[config.mk]
export PLATFORM = sky130hd
export DESIGN_NAME = voc_audio_stream_parser_flat
export DESIGN_NICKNAME = d
export VERILOG_FILES = /design/src/sv/vasp_pkg.sv /design/src/sv/vasp_if.sv /design/src/sv/vasp_div.sv /design/src/sv/vasp_ctl.sv /design/src/sv/vasp_dp.sv /design/src/sv/voc_audio_stream_parser.sv /design/src/flat_wrapper.sv
export SDC_FILE = /design/constraint.sdc
export NUM_CORES = 2
export LEC_CHECK = 0
export BUFFER_PORTS_ARGS = -buffer_cell sky130_fd_sc_hd__buf_2
export CAP_MARGIN = 20
export CORE_MARGIN = 3
export CORE_UTILIZATION = 55
export DETAILED_ROUTE_END_ITERATION = 8
export PLACE_DENSITY_LB_ADDON = 0.25
export REMOVE_ABC_BUFFERS = 1
export SKIP_LAST_GASP = 1
export SLEW_MARGIN = 20
export SYNTH_ARGS = -nofsm -noshare
export SYNTH_HDL_FRONTEND = slang
export SYNTH_SLANG_ARGS = --single-unit
[constraint.sdc]
create_clock -name clk -period 15.15 [get_ports clk]
set_input_delay 2.2725 -clock clk [delete_from_list [all_inputs] [get_ports clk]]
set_output_delay 2.2725 -clock clk [all_outputs]
set_load 0.1 [all_outputs]
[src/sv/vasp_pkg.sv]
package vasp_pkg;

  localparam int SIG_LEN = 22;

  typedef enum logic [1:0] {
    KIND_AUDIO  = 2'd0,
    KIND_FORMAT = 2'd1,
    KIND_END    = 2'd2,
    KIND_ERROR  = 2'd3
  } kind_t;

  typedef enum logic [3:0] {
    ERR_NONE      = 4'd0,
    ERR_SIG       = 4'd1,
    ERR_VERSION   = 4'd2,
    ERR_CHECK     = 4'd3,
    ERR_OTYPE     = 4'd4,
    ERR_T8LEN     = 4'd5,
    ERR_T8NEXT    = 4'd6,
    ERR_CODEC     = 4'd7,
    ERR_TRUNCATED = 4'd8
  } err_t;

  typedef enum logic [4:0] {
    PH_SIG, PH_VER, PH_CHK, PH_OTYPE, PH_LEN1, PH_LEN8, PH_LEN9, PH_HDR1,
    PH_HDR8, PH_T8NEXT, PH_LEN81, PH_SKIP81, PH_HDR9, PH_DATA, PH_BTYPE,
    PH_LENC, PH_LENS, PH_SKIP, PH_DONE
  } phase_t;

  typedef enum logic [1:0] {
    CS_IDLE,
    CS_DIV,
    CS_OUT
  } ctl_state_t;

  typedef struct packed {
    logic [1:0]  kind;
    logic [7:0]  audio_byte;
    logic [31:0] sample_rate;
    logic [4:0]  bits_per_sample;
    logic [7:0]  channel_count;
    logic [15:0] format_tag;
    logic [23:0] first_block_bytes;
    logic [31:0] data_total;
    logic [3:0]  error_code;
    logic        run_end;
  } result_t;

  typedef struct packed {
    logic [7:0] file_byte;
    logic       final_byte;
  } item_t;

  // controller -> datapath
  typedef struct packed {
    logic load;      // register input byte, run the step
    logic div_start;
    logic pop;       // one pending result taken
  } dp_cmd_t;

  // datapath -> controller
  typedef struct packed {
    logic       need_div;
    logic       div_done;
    logic [1:0] pending;
  } dp_stat_t;

  function automatic logic [7:0] sig_byte(input logic [4:0] i);
    logic [7:0] r;
    case (i)
      5'd0: r = 8'h43;  5'd1: r = 8'h72;  5'd2: r = 8'h65;  5'd3: r = 8'h61;
      5'd4: r = 8'h74;  5'd5: r = 8'h69;  5'd6: r = 8'h76;  5'd7: r = 8'h65;
      5'd8: r = 8'h20;  5'd9: r = 8'h56;  5'd10: r = 8'h6F; 5'd11: r = 8'h69;
      5'd12: r = 8'h63; 5'd13: r = 8'h65; 5'd14: r = 8'h20; 5'd15: r = 8'h46;
      5'd16: r = 8'h69; 5'd17: r = 8'h6C; 5'd18: r = 8'h65; 5'd19: r = 8'h1A;
      5'd20: r = 8'h1A; 5'd21: r = 8'h00;
      default: r = 8'h00;
    endcase
    return r;
  endfunction

endpackage

[src/sv/vasp_if.sv]
interface vasp_if #(parameter type T = logic) (input logic clk);
  logic valid;
  logic ready;
  T     data;
  modport source (output valid, output data, input ready);
  modport sink (input valid, input data, output ready);
endinterface

[src/sv/vasp_div.sv]
module vasp_div (
  input  logic        clk,
  input  logic        rst,
  input  logic        start,
  input  logic [31:0] dividend,
  input  logic [31:0] divisor,
  output logic [31:0] quotient,
  output logic        done
);
  logic [31:0] rem;
  logic [31:0] quo;
  logic [31:0] dvs;
  logic [5:0]  cnt;
  logic        busy;
  logic [32:0] trial;

  assign trial = {rem, quo[31]} - {1'b0, dvs};

  always_ff @(posedge clk) begin
    if (rst) begin
      busy <= 1'b0;
      done <= 1'b0;
      cnt  <= '0;
    end else begin
      done <= 1'b0;
      if (start) begin
        busy <= 1'b1;
        cnt  <= 6'd32;
        rem  <= '0;
        quo  <= dividend;
        dvs  <= divisor;
      end else if (busy) begin
        if (!trial[32]) begin
          rem <= trial[31:0];
          quo <= {quo[30:0], 1'b1};
        end else begin
          rem <= {rem[30:0], quo[31]};
          quo <= {quo[30:0], 1'b0};
        end
        cnt <= cnt - 6'd1;
        if (cnt == 6'd1) begin
          busy <= 1'b0;
          done <= 1'b1;
        end
      end
    end
  end

  assign quotient = quo;
endmodule

[src/sv/vasp_ctl.sv]
module vasp_ctl (
  input  logic                clk,
  input  logic                rst,
  input  logic                in_valid,
  output logic                in_ready,
  output logic                out_valid,
  input  logic                out_ready,
  input  vasp_pkg::dp_stat_t  stat,
  output vasp_pkg::dp_cmd_t   cmd
);
  import vasp_pkg::*;

  ctl_state_t state, state_next;

  always_ff @(posedge clk) begin
    if (rst) state <= CS_IDLE;
    else     state <= state_next;
  end

  always_comb begin
    state_next    = state;
    cmd           = '0;
    in_ready      = 1'b0;
    out_valid     = 1'b0;
    case (state)
      CS_IDLE: begin
        in_ready = 1'b1;
        if (in_valid) begin
          cmd.load   = 1'b1;
          state_next = CS_OUT;
        end
      end
      CS_OUT: begin
        if (stat.need_div) begin
          cmd.div_start = 1'b1;
          state_next    = CS_DIV;
        end else begin
          out_valid = stat.pending != 2'd0;
          if (stat.pending == 2'd0) begin
            in_ready = 1'b1;
            if (in_valid) cmd.load = 1'b1;
            else          state_next = CS_IDLE;
          end else if (out_ready) begin
            cmd.pop = 1'b1;
            if (stat.pending == 2'd1) begin
              in_ready = 1'b1;
              if (in_valid) cmd.load = 1'b1;
              else          state_next = CS_IDLE;
            end
          end
        end
      end
      CS_DIV: begin
        if (stat.div_done) state_next = CS_OUT;
      end
      default: state_next = CS_IDLE;
    endcase
  end
endmodule

[src/sv/vasp_dp.sv]
module vasp_dp #(
  parameter int COUNT_WIDTH = 32
) (
  input  logic               clk,
  input  logic               rst,
  input  vasp_pkg::item_t    item,
  input  vasp_pkg::dp_cmd_t  cmd,
  output vasp_pkg::dp_stat_t stat,
  output vasp_pkg::result_t  head
);
  import vasp_pkg::*;

  phase_t      phase;
  logic [4:0]  fidx;
  logic [15:0] ver;
  logic [23:0] brem;
  logic [15:0] tc;
  logic [31:0] rate;
  logic [7:0]  bits;
  logic [7:0]  chans;
  logic [15:0] codec;
  logic [COUNT_WIDTH-1:0] passed;

  result_t     q0, q1;
  logic [1:0]  pend;
  logic        need_div;
  logic        div_fin;  // final flag of the item waiting on the divider

  logic [31:0] div_a, div_b, div_q;
  logic        div_done;
  logic [31:0] mul_p;
  logic [23:0] brem_len;

  vasp_div u_div (
    .clk(clk), .rst(rst), .start(cmd.div_start), .dividend(div_a), .divisor(div_b),
    .quotient(div_q), .done(div_done)
  );

  assign mul_p = 32'(chans) * (32'd65536 - 32'(tc));

  always_comb begin
    if (phase == PH_T8NEXT) begin
      div_a = 32'd256000000;
      div_b = mul_p;
    end else begin
      div_a = 32'd1000000;
      div_b = 32'd256 - 32'(tc[7:0]);
    end
  end

  assign stat.need_div = need_div;
  assign stat.div_done = div_done;
  assign stat.pending  = pend;
  assign head          = q0;

  function automatic result_t blank(input kind_t k);
    result_t r;
    r      = '0;
    r.kind = k;
    return r;
  endfunction

  always_ff @(posedge clk) begin
    logic [7:0]  b;
    logic [23:0] bl;
    logic [1:0]  n;
    result_t     r0, r1, rr;
    logic        fin;
    logic        done_now;
    phase_t      ph;
    logic [4:0]  fi;
    logic [23:0] br;
    logic [15:0] vw, t16, cv;
    logic [31:0] rv;
    logic [7:0]  bv, chv;
    logic [COUNT_WIDTH-1:0] pc;
    logic        defer;
    if (rst) begin
      phase    <= PH_SIG;
      fidx     <= '0; ver <= '0; brem <= '0; tc <= '0; rate <= '0;
      bits     <= '0; chans <= '0; codec <= '0; passed <= '0;
      pend     <= '0;
      need_div <= 1'b0;
      div_fin  <= 1'b0;
    end else if (div_done) begin
      // divider result completes a header step
      rr = blank(KIND_FORMAT);
      ph = phase; fi = fidx; br = brem;
      if (phase == PH_T8NEXT) begin
        rate <= div_q;
        n = 2'd0;
        r0 = '0;
      end else begin
        rr.sample_rate       = div_q;
        rr.bits_per_sample   = 5'd8;
        rr.channel_count     = 8'd1;
        rr.format_tag        = codec;
        rr.first_block_bytes = brem;
        rate <= div_q;
        bits <= 8'd8; chans <= 8'd1;
        ph = (brem != 0) ? PH_DATA : PH_BTYPE;
        fi = '0;
        n = 2'd1;
        r0 = rr;
      end
      r1 = '0;
      if (div_fin) begin
        rr = (ph == PH_BTYPE) ? blank(KIND_END) : blank(KIND_ERROR);
        if (ph == PH_BTYPE) rr.data_total = (passed > COUNT_WIDTH'(32'hFFFFFFFF)) ?
          32'hFFFFFFFF : 32'(passed);
        else rr.error_code = ERR_TRUNCATED;
        if (n == 2'd0) r0 = rr; else r1 = rr;
        n = n + 2'd1;
        phase <= PH_SIG; fidx <= '0; ver <= '0; brem <= '0; tc <= '0; rate <= '0;
        bits <= '0; chans <= '0; codec <= '0; passed <= '0;
      end else begin
        phase <= ph; fidx <= fi; brem <= br;
      end
      if (n == 2'd1) r0.run_end = 1'b1;
      if (n == 2'd2) r1.run_end = 1'b1;
      q0 <= r0; q1 <= r1; pend <= n;
      need_div <= 1'b0;
    end else if (cmd.load) begin
      b = item.file_byte; fin = item.final_byte;
      ph = phase; fi = fidx; br = brem; vw = ver; t16 = tc; rv = rate;
      bv = bits; chv = chans; cv = codec; pc = passed;
      n = 2'd0; r0 = '0; r1 = '0; defer = 1'b0;
      bl = br | (24'(b) << (8 * fi[1:0]));
      done_now = fi >= 5'd2;
      case (phase)
        PH_SIG: begin
          if (fi >= 5'(SIG_LEN) || b != sig_byte(fi)) begin
            r0 = blank(KIND_ERROR); r0.error_code = ERR_SIG; n = 2'd1; ph = PH_DONE;
          end else if (fi == 5'(SIG_LEN - 1)) begin
            ph = PH_VER; fi = '0; vw = '0;
          end else fi = fi + 5'd1;
        end
        PH_VER: begin
          vw = vw | (16'(b) << (8 * fi[0]));
          if (fi >= 5'd1) begin
            if (vw != 16'h010A && vw != 16'h0114) begin
              r0 = blank(KIND_ERROR); r0.error_code = ERR_VERSION; n = 2'd1; ph = PH_DONE;
            end else begin ph = PH_CHK; fi = '0; t16 = '0; end
          end else fi = 5'd1;
        end
        PH_CHK: begin
          t16 = t16 | (16'(b) << (8 * fi[0]));
          if (fi >= 5'd1) begin
            if (t16 != 16'(~vw + 16'h1234)) begin
              r0 = blank(KIND_ERROR); r0.error_code = ERR_CHECK; n = 2'd1; ph = PH_DONE;
            end else begin ph = PH_OTYPE; fi = '0; t16 = '0; end
          end else fi = 5'd1;
        end
        PH_OTYPE: begin
          br = '0; fi = '0;
          if (b == 8'd1) ph = PH_LEN1;
          else if (b == 8'd8) ph = PH_LEN8;
          else if (b == 8'd9) ph = PH_LEN9;
          else begin
            r0 = blank(KIND_ERROR); r0.error_code = ERR_OTYPE; n = 2'd1; ph = PH_DONE;
          end
        end
        PH_LEN1, PH_LEN81, PH_LEN9, PH_LEN8, PH_LENC, PH_LENS: begin
          br = bl;
          if (done_now) begin
            fi = '0;
            case (phase)
              PH_LEN1: begin
                br = (bl > 24'd2) ? bl - 24'd2 : '0; ph = PH_HDR1;
              end
              PH_LEN81: begin
                br = (bl > 24'd2) ? bl - 24'd2 : '0; ph = PH_SKIP81;
              end
              PH_LEN9: begin
                br = (bl > 24'd12) ? bl - 24'd12 : '0; rv = '0; cv = '0; ph = PH_HDR9;
              end
              PH_LEN8: begin
                if (bl != 24'd4) begin
                  r0 = blank(KIND_ERROR); r0.error_code = ERR_T8LEN; n = 2'd1;
                  ph = PH_DONE;
                end else begin t16 = '0; ph = PH_HDR8; end
              end
              PH_LENC: ph = (bl != 0) ? PH_DATA : PH_BTYPE;
              default: ph = (bl != 0) ? PH_SKIP : PH_BTYPE;
            endcase
          end else fi = fi + 5'd1;
        end
        PH_HDR1: begin
          if (fi == 5'd0) begin t16 = 16'(b); fi = 5'd1; end
          else begin cv = 16'(b); defer = 1'b1; end
        end
        PH_HDR8: begin
          if (fi <= 5'd1) begin
            t16 = t16 | (16'(b) << (8 * fi[0])); fi = fi + 5'd1;
          end else if (fi == 5'd2) begin cv = 16'(b); fi = 5'd3; end
          else begin
            chv = (b == 8'hFF) ? 8'hFF : b + 8'd1;
            bv = 8'd8; ph = PH_T8NEXT; fi = '0;
            defer = 1'b1;
          end
        end
        PH_T8NEXT: begin
          if (b != 8'd1) begin
            r0 = blank(KIND_ERROR); r0.error_code = ERR_T8NEXT; n = 2'd1; ph = PH_DONE;
          end else begin br = '0; fi = '0; ph = PH_LEN81; end
        end
        PH_SKIP81, PH_HDR9: begin
          if (phase == PH_HDR9) begin
            if (fi <= 5'd3) rv = rv | (32'(b) << (8 * fi[1:0]));
            else if (fi == 5'd4) bv = b;
            else if (fi == 5'd5) chv = b;
            else if (fi <= 5'd7) cv = cv | (16'(b) << (8 * fi[0]));
          end
          if (phase == PH_HDR9 && fi == 5'd7 && ((bv != 8'd8 && bv != 8'd16) ||
              (cv != 16'd0 && cv != 16'd4))) begin
            r0 = blank(KIND_ERROR); r0.error_code = ERR_CODEC; n = 2'd1; ph = PH_DONE;
          end else if ((phase == PH_HDR9 && fi >= 5'd11) ||
                       (phase == PH_SKIP81 && fi != 5'd0)) begin
            r0 = blank(KIND_FORMAT);
            r0.sample_rate = rv; r0.bits_per_sample = bv[4:0];
            r0.channel_count = chv; r0.format_tag = cv; r0.first_block_bytes = br;
            n = 2'd1;
            ph = (br != 0) ? PH_DATA : PH_BTYPE; fi = '0;
          end else fi = fi + 5'd1;
        end
        PH_DATA: begin
          r0 = blank(KIND_AUDIO); r0.audio_byte = b; n = 2'd1;
          if (pc != '1) pc = pc + 1'b1;
          if (br != 0) br = br - 24'd1;
          if (br == 0) ph = PH_BTYPE;
        end
        PH_BTYPE: begin
          br = '0; fi = '0;
          if (b == 8'd2) ph = PH_LENC;
          else if (b >= 8'd3 && b <= 8'd7) ph = PH_LENS;
          else begin
            r0 = blank(KIND_END);
            r0.data_total = (pc > COUNT_WIDTH'(32'hFFFFFFFF)) ? 32'hFFFFFFFF : 32'(pc);
            n = 2'd1; ph = PH_DONE;
          end
        end
        PH_SKIP: begin
          if (br != 0) br = br - 24'd1;
          if (br == 0) ph = PH_BTYPE;
        end
        default: ;
      endcase
      if (defer) begin
        phase <= ph; fidx <= fi; brem <= br; ver <= vw; tc <= t16; rate <= rv;
        bits <= bv; chans <= chv; codec <= cv; passed <= pc;
        need_div <= 1'b1; div_fin <= fin; pend <= '0;
      end else begin
        if (fin) begin
          if (ph == PH_BTYPE) begin
            rr = blank(KIND_END);
            rr.data_total = (pc > COUNT_WIDTH'(32'hFFFFFFFF)) ? 32'hFFFFFFFF : 32'(pc);
          end else if (ph != PH_DONE) begin
            rr = blank(KIND_ERROR); rr.error_code = ERR_TRUNCATED;
          end else rr = '0;
          if (ph != PH_DONE) begin
            if (n == 2'd0) r0 = rr; else r1 = rr;
            n = n + 2'd1;
          end
          phase <= PH_SIG; fidx <= '0; ver <= '0; brem <= '0; tc <= '0; rate <= '0;
          bits <= '0; chans <= '0; codec <= '0; passed <= '0;
        end else begin
          phase <= ph; fidx <= fi; brem <= br; ver <= vw; tc <= t16; rate <= rv;
          bits <= bv; chans <= chv; codec <= cv; passed <= pc;
        end
        if (n == 2'd1) r0.run_end = 1'b1;
        if (n == 2'd2) r1.run_end = 1'b1;
        q0 <= r0; q1 <= r1; pend <= n;
      end
    end else if (cmd.pop) begin
      q0   <= q1;
      pend <= pend - 2'd1;
    end
  end
endmodule

[src/sv/voc_audio_stream_parser.sv]
// VOC audio stream parser.
// in_ch  (sink):   one file byte per request, file_byte plus final_byte.
// out_ch (source): result requests: audio bytes, one format record,
//                  an end record or an error record; run_end marks the
//                  last result of an input byte.
// An input byte's first result is valid the cycle after it is accepted,
// unless the byte needs the divider. Audio bytes stream at one byte per
// cycle while the sink keeps ready high, since the next byte is taken in
// the cycle its result drains. Bytes that cause no result also pass at one
// per cycle. The format record of a type 1 or type 8 header needs the
// 32-step restoring divider; no new byte is taken while it runs. A byte
// with two results (data plus end/error) holds input until both drain.
// Reset (rst, synchronous) returns to awaiting the signature with all counts
// cleared; a byte with final_byte set re-arms the parser the same way.
// A stalled sink holds pending results, and then no new byte is taken.
module voc_audio_stream_parser #(
  parameter int COUNT_WIDTH = 32
) (
  input logic clk,
  input logic rst,
  vasp_if.sink   in_ch,
  vasp_if.source out_ch
);
  import vasp_pkg::*;

  dp_cmd_t  cmd;
  dp_stat_t stat;
  result_t  head;

  vasp_ctl u_ctl (
    .clk(clk), .rst(rst),
    .in_valid(in_ch.valid), .in_ready(in_ch.ready),
    .out_valid(out_ch.valid), .out_ready(out_ch.ready),
    .stat(stat), .cmd(cmd)
  );

  vasp_dp #(.COUNT_WIDTH(COUNT_WIDTH)) u_dp (
    .clk(clk), .rst(rst), .item(in_ch.data), .cmd(cmd), .stat(stat), .head(head)
  );

  assign out_ch.data = head;

  a_pop_valid: assert property (@(posedge clk) disable iff (rst)
    cmd.pop |-> stat.pending != 2'd0) else $error("pop with nothing pending");
  a_no_in_busy: assert property (@(posedge clk) disable iff (rst)
    in_ch.ready |-> !stat.need_div) else $error("input taken during divide");
  a_pend_max: assert property (@(posedge clk) disable iff (rst)
    stat.pending <= 2'd2) else $error("pending overflow");
endmodule

[src/flat_wrapper.sv]
// flat-port wrapper written by rule: the top's interface ports become plain ports
module voc_audio_stream_parser_flat import vasp_pkg::*;
#(
  parameter int COUNT_WIDTH = 32
)
  (clk, rst, in_ch_valid, in_ch_data, in_ch_ready, out_ch_valid, out_ch_data, out_ch_ready);
  vasp_if #(.T(item_t)) in_ch_i (.clk(clk));
  vasp_if #(.T(result_t)) out_ch_i (.clk(clk));
  input logic clk;
  input logic rst;
  input wire logic [$bits(in_ch_i.valid)-1:0] in_ch_valid;
  input wire logic [$bits(in_ch_i.data)-1:0] in_ch_data;
  output wire logic [$bits(in_ch_i.ready)-1:0] in_ch_ready;
  output wire logic [$bits(out_ch_i.valid)-1:0] out_ch_valid;
  output wire logic [$bits(out_ch_i.data)-1:0] out_ch_data;
  input wire logic [$bits(out_ch_i.ready)-1:0] out_ch_ready;
  assign in_ch_i.valid = in_ch_valid;
  assign in_ch_i.data = in_ch_data;
  assign in_ch_ready = in_ch_i.ready;
  assign out_ch_valid = out_ch_i.valid;
  assign out_ch_data = out_ch_i.data;
  assign out_ch_i.ready = out_ch_ready;
  voc_audio_stream_parser #(.COUNT_WIDTH(COUNT_WIDTH)) u_core (.clk(clk), .rst(rst), .in_ch(in_ch_i), .out_ch(out_ch_i));
endmodule
After elaboration in Yosys (flattened, before gate mapping)
Memory sizes are Yosys's and may differ from the RTL's. A register that Yosys moved wholly into a read port is not among the register bits.
Cells that the tools add are included.
{ "op_classes": {"n_bitwise": 9, "n_eq_ne": 56, "addsub": 14, "mul": 1, "shift": 3, "n_reduce_logical": 43, "n_lt_le_gt_ge": 13, "mux": 300} }
{ "op_table": {"columns": ["cell", "count"], "rows": [
  ["$mux W132", 32],
  ["$pmux W132 S9", 1],
  ["$mux W32", 27],
  ["$mux W16", 38],
  ["$mux W131", 4],
  ["$mux W24", 18],
  ["$mux W8", 32],
  ["$mux W5", 51],
  ["$pmux W24 S5", 1],
  ["$pmux W16 S5", 1],
  ["$gt A32 B32 Y1 const B", 2],
  ["$pmux W16 S4", 1],
  ["$pmux W32 S2", 1],
  ["$mux W2", 30],
  ["$pmux W5 S11", 1],
  ["$eq A5 B4 Y1 const B", 10],
  ["$logic_not A24 Y1", 2],
  ["$or A16 B16 Y16", 3],
  ["$pmux W24 S2", 1],
  ["$reduce_bool A24 Y1", 2],
  ["$mux W1", 47],
  ["$pmux W5 S9", 1],
  ["$eq A5 B3 Y1 const B", 7],
  ["$sub A33 B32 Y33", 1],
  ["78 further kinds", 125]
]} }
{ "word_totals": {"mem_bits_ro": 224, "wordCells": 481, "output_inout_bits": 134, "memories": 1, "register_bits": 536, "input_bits": 13} }
{ "mem_list": {"columns": ["memory", "words", "width", "read_ports", "rd_clocked_by_memory_dff", "write_ports", "line", "rtl"], "rows": [
  ["(name not given)", 32, 7, 1, 1, 0, "vasp_pkg.sv:70", "case (i)"]
]} }

Longest topological paths before layout
{ "depth": {"ltp_word": 32, "mapped_depth": 28, "ltp_nobuf": 27} }

Hierarchy
From an unflattened synthesis, not the netlist that was laid out.
{ "unflattened": {"cells_unflattened": 3758, "area_unflattened_um2": 32117.1} }
{ "by_module_without_submodules": {"columns": ["module", "seq_area_each_um2", "area_each_um2", "n_inst", "cells_per_inst"], "rows": [
  ["vasp_dp", 8478.1, 25937.4, 1, 3170],
  ["vasp_div", 3042.9, 6015.8, 1, 569],
  ["vasp_ctl", 40.0, 163.9, 1, 19]
]} }

Worst setup path before layout
OpenSTA, ideal clock, no wires.
{ "synth_path": {"path_kind": "register -> register", "from": "register u_core.u_dp.pend[0]", "to": "register u_core.u_dp.q0, in the netlist u_core.u_dp.head[0] (enable)", "setup_time_ns": 0.667, "synth_period_minus_slack_ns": 11.337, "required_ns": 14.483, "path_buffers": 0, "slack_ns": 3.813, "path_stages_with_launch": 7, "arrival_time_ns": 10.671, "path_cell_list": "dfxtp_1 > inv_1 > ha_1 > nor4b_1 > and2_1 > nand2_1 > a21oi_1"} }
{ "synth_via": {"elab_chain_len": 8, "word_cells_on_any_way": 13, "classes_between": "eq/ne (2); mux (8); reduce/logical (3)"} }
{ "synth_rtl": {"columns": ["element", "line", "rtl"], "rows": [
  ["start: declaration", "vasp_dp.sv:25", "logic [1:0] pend;"],
  ["start signal: assignment", "vasp_dp.sv:121", "q0 <= r0; q1 <= r1; pend <= n;"],
  ["start signal: assignment", "vasp_dp.sv:272", "q0 <= r0; q1 <= r1; pend <= n;"],
  ["start signal: assignment", "vasp_dp.sv:276", "pend <= pend - 2'd1;"],
  ["$eq A2 B1 Y1", "vasp_ctl.sv:45", "if (stat.pending == 2'd1) begin"],
  ["$mux W1", "vasp_ctl.sv:45", null],
  ["$mux W1", "vasp_ctl.sv:43", "end else if (out_ready) begin"],
  ["$mux W1", "vasp_ctl.sv:39", "if (stat.pending == 2'd0) begin"],
  ["$mux W1", "vasp_ctl.sv:34", "if (stat.need_div) begin"],
  ["$pmux W1 S2", "vasp_ctl.sv:25", "case (state)"],
  ["$ne A3 B3 Y1 (no source line) or $reduce_bool A3 Y1 (tied branches)", null, null],
  ["$reduce_and A3 Y1 (no source line) *", null, null],
  ["end signal: assignment", "vasp_dp.sv:121", null],
  ["end signal: assignment", "vasp_dp.sv:272", null],
  ["end signal: assignment", "vasp_dp.sv:275", "q0 <= q1;"],
  ["end: declaration", "vasp_dp.sv:24", "result_t q0, q1;"]
]} }
Mark *: on every way between the ends. The rest lies on a longest branch, timed or not.
A chain may end at the register's enable or synchronous reset.

Worst setup path after layout
{ "layout_path": {"from": "register u_core.u_dp.tc[0]", "to": "register u_core.u_dp.u_div.dvs[23], data pin"} }
{ "layout_via": {"elab_chain_len": 3, "word_cells_on_any_way": 4, "classes_between": "add/sub (2); mul (1); mux (1)"} }
{ "layout_rtl": {"columns": ["element", "line", "rtl"], "rows": [
  ["start: declaration", "vasp_dp.sv:17", "logic [15:0] tc;"],
  ["start signal: assignment", "vasp_dp.sv:249", "phase <= ph; fidx <= fi; brem <= br; ver <= vw; tc <= t16; rate <= rv;"],
  ["start signal: assignment", "vasp_dp.sv:267", "phase <= ph; fidx <= fi; brem <= br; ver <= vw; tc <= t16; rate <= rv;"],
  ["$sub A17 B16 Y18", "vasp_dp.sv:39", "assign mul_p = 32'(chans) * (32'd65536 - 32'(tc));"],
  ["$mul A9 B18 Y27", "vasp_dp.sv:39", null],
  ["$mux W32 *", "vasp_dp.sv:42", "if (phase == PH_T8NEXT) begin"],
  ["end signal: assignment", "vasp_div.sv:31", "dvs <= divisor;"],
  ["end: declaration", "vasp_div.sv:12", "logic [31:0] dvs;"]
]} }
Marks and branches as above.

==> impl_metrics.yaml <==
routing:
  wl_um: 99750
  drc_errors: 0
  drtIter0Drc: 3390
  dr_total_vias: 28210
  firstDrtPassIters: 6
  viasPerCell: 6.435
  wire_per_inst_um: 22.76
  drtAntennaViolNets: 0
global_routing:
  grt_pass1_wl_um: 153600
  grtUsageTotal: 0.3269
  antenna_found_initial: 2
  grt_overflow_total: 0
  grt_max_degree: 73
  grt_pass1_vias: 26710
sta:
  relSlewSlack: 0.2586
  fin_skew_ns: 0.03534
  setup_slack_ns: 8.041
  fmaxAchievable_ghz: 0.1407
  hold_violations: 0
  fin_setup_tns_ns: 0
  finalSetupViolations: 0
  slew_viol_final: 0
  min_period_over_period: 0.4692
  min_period_ns: 7.109
  rsz0062_at_grt: "false"
  worst_slew_pin_slew_ns: 1.109
pwr:
  leakagePower_nw: 13.47
  switching_share: 0.3774
  intPower_mw: 2.254
  pwr-share-comb: 0.290
  p_seq_frac: 0.380
  power_density_mw_per_mm2: 106.8
  p_clk_frac: 0.330
  p_switching_mw: 1.366
  vdd_drop_max_mv: 0.1102
synthesis:
  synth.distinct_cells: 93
  synth-simple-area-share: 0.2123
  synth_edf_count: 258
  synth_top_family_by_area: "simple AND/OR/NAND/NOR gates"
  yosys.area.top_type: "edfxtp_1"
  synth-async-reset-ratio: 0
  synthDominantCellAreaShare: 0.2500
  synth-seq-cells: 441
  synth_area_per_cell_um2: 8.651
  synth_cells: 3582
  yosysSeqAreaShare: 0.3682
  ys_top_cells_by_area: "edfxtp_1 25%, dfxtp_1 12%, fa_1 5.9%, ha_1 5.0%, nor2_1 4.8%"
  synth_mux_area_frac: 0.02415
  synth_flop_cell: "edfxtp_1"
  syn-cell-area_mm2: 0.03099
  synth_compound_area_frac: 0.2014
  synthAdderAreaFrac: 0.1095
  synthXorXnorAreaFrac: 0.02968
  synth_warnings: 0
worst_setup_path:
  arrival_ns: 7.44
  worstSetupPathType: "flip-flop to flip-flop"
  crit_buf_inv: 4
  r2r_start: "u_core.u_dp.tc[0]$_SDFFE_PP0P_"
  critical_path.top_delay_family: "adder cells"
  slowest_stage: "fa_1"
  cp_data_required_time_ns: 15.48
  crit_path_end_kind: "flip-flop"
  crit_path_start_kind: "flip-flop"
  worstPathMaxFanout: 12
  startpoint: "u_core.u_dp.tc[0]$_SDFFE_PP0P_"
  cpPeakStageDelay_ns: 0.56
clock_network:
  h-tree-depth: 2
  clock_path_buffers: 3
  clk_latency_ns: 0.62
  cts-buffers-inserted: 48
  hold_buffers: 0
  cts_tree: "done"
  cts_resized: 0
  clock_tree.root_cell: "clkbuf_16"
  cts_sinks: 441
  cts_setup_buffers: 0
  clkTransAtPathRegs_ns: 0.06
cells_and_area:
  fin_nets: 3823
  multi_input_area_mm2: 0.01801
  fin_area_mm2: 0.03391
  syn_to_final_growth_pct: 9.420
  drive_gt1_frac: 0.09851
  register_area_mm2: 0.01141
  nFillCells: 4827
place:
  gp_congestion: 1.026
  pre_cts_slack_ns: 8.050
  dpl_cell_area_mm2: 0.03227
  port_buffers: 146
  hpwl_um: 69570
floorplan:
  coreArea_mm2: 0.05542
  pin_count: 147
  die_y_um: 243.4
  num_rows: 86
  die_w_um: 243.4
  die-area_mm2: 0.05922
  start_util: 0.5592
hold_path:
  hp-start: "u_core.u_dp.codec[3]$_SDFFE_PP0P_"
  hold_path_class: "flip-flop to flip-flop"
run_status:
  status: "finished, final reports clean"
job:
  maxCapViolations: 0
stage by stage:
step	instances	power [mW]	hold slack, ns	util
after detailed placement	4291	2.424	0.4846	0.5823
after global routing	4382	3.742	0.5183	0.6118
after global placement	4291	2.424	0.4791	0.5823
after CTS	4381	3.608	0.4933	0.6112
after floorplan	3344	2.139	0.4469	-
final	4383	3.620	0.5020	0.6119
routing by layer:
layer	vias to the layer above	global-route usage	wire (um)
li1	12910	-	-
met1	13540	0.4288	40150
met2	1430	0.5285	45500
met3	329	0.04755	8369
met4	0	0.1678	5732
met5	-	0	0
worst reg2reg max path, stage by stage (launching register included):
cell and delay (ns):
dfxtp_1 0.44, inv_1 0.13, ha_1 0.18, nand2_1 0.08
or3_1 0.33, or3_1 0.37, or2_2 0.33, nor4_1 0.23
xnor2_1 0.34, nand2_1 0.19, fa_1 0.56, inv_1 0.06
fa_1 0.51, inv_1 0.06, fa_1 0.53, inv_1 0.05
fa_1 0.44, ha_1 0.36, and3_1 0.21, a31oi_1 0.28
a21oi_1 0.19, a211o_1 0.29, o311a_1 0.13, a21o_1 0.18
a21oi_1 0.17, xor2_1 0.16, nor2_1 0.05
cell families after synthesis:
| kind of cell | Yosys count |
|---|---|
| multiplexers | 74 |
| flip-flops | 441 |
| AND/OR/NAND/NOR | 1341 |
| buffers and inverters | 445 |
| adder cells (fa/ha/maj) | 216 |
| AO/OA/AOI/OAI | 960 |
| XOR/XNOR | 105 |
path summary, 6_finish.rpt:
check	end	slack (ns)	cells past startpoint
worst min register to register	u_core.u_dp.codec[3]$_SDFFE_PP0P_	0.50	2
worst max-delay path	u_core.u_dp.u_div.dvs[23]$_SDFFCE_PN0P_	8.04	26
worst max register to register	u_core.u_dp.u_div.dvs[23]$_SDFFCE_PN0P_	8.04	26
worst min-delay path	u_core.u_dp.codec[3]$_SDFFE_PP0P_	0.50	2
synth_stat cells, types with 17 or more instances:
library cell and number:
nor2_1 399, nand2_1 300, a21oi_1 270, edfxtp_1 258, clkbuf_1 219, o21ai_0 214
inv_1 203, dfxtp_1 183, ha_1 124, and2_1 120, nor3_1 98, fa_1 92
nand3_1 91, a22oi_1 76, mux2i_1 68, nor2b_1 65, xnor2_1 60, and3_1 48
xor2_1 45, a21o_1 44, a221oi_1 42, a22o_1 42, or3_1 35, nor4_1 29
nand2b_1 26, nand4_1 26, a31oi_1 23, a211oi_1 22, o21a_1 22, o31ai_1 22
or2_2 21, o22ai_1 20, o211ai_1 18, or4_1 18, nor3b_1 17
layout by cell type (no fill, tap or decap), types with 91 or more instances in the layout:
cell type / n
o21ai_0: 213
nor2_1: 387
a21oi_1: 267
fa_1: 92
and2_1: 120
buf_2: 145
nand2_1: 300
inv_1: 203
nand3_1: 91
ha_1: 124
edfxtp_1: 258
nor3_1: 98
dfxtp_1: 182
sequential cells by signal, indices dropped and copies added, names as in the netlist, 16 cells and up, named ones only:
name                        flops
u_core.u_dp.brem               24
u_core.u_dp.codec              16
u_core.u_dp.head              132
u_core.u_dp.passed             32
u_core.u_dp.q1                 35
u_core.u_dp.rate               32
u_core.u_dp.tc                 16
u_core.u_dp.u_div.dvs          27
u_core.u_dp.u_div.quotient     32
u_core.u_dp.u_div.rem          32
u_core.u_dp.ver                16
cell type report:
cell class | count | share of cell area
Multi-Input combinational cell | 2696 | 0.5312
Sequential cell | 441 | 0.3366
Clock buffer | 69 | 0.04118
Timing Repair Buffer | 200 | 0.03428
Tap cell | 748 | 0.02760
Inverter | 207 | 0.02292
Clock inverter | 21 | 0.006126
Antenna cell | 1 | 0.00007380
power groups by stage:
| stage | Clock, mW | Combinational [mW] | Sequential [mW] |
|---|---|---|---|
| after floorplan | 0 | 0.432 | 1.71 |
| after global placement | 0 | 1.02 | 1.40 |
| after detailed placement | 0 | 1.02 | 1.40 |
| after CTS | 1.20 | 1.03 | 1.38 |
| after global routing | 1.25 | 1.11 | 1.38 |
| final | 1.19 | 1.05 | 1.38 |
(Power assumes the default switching activity.)
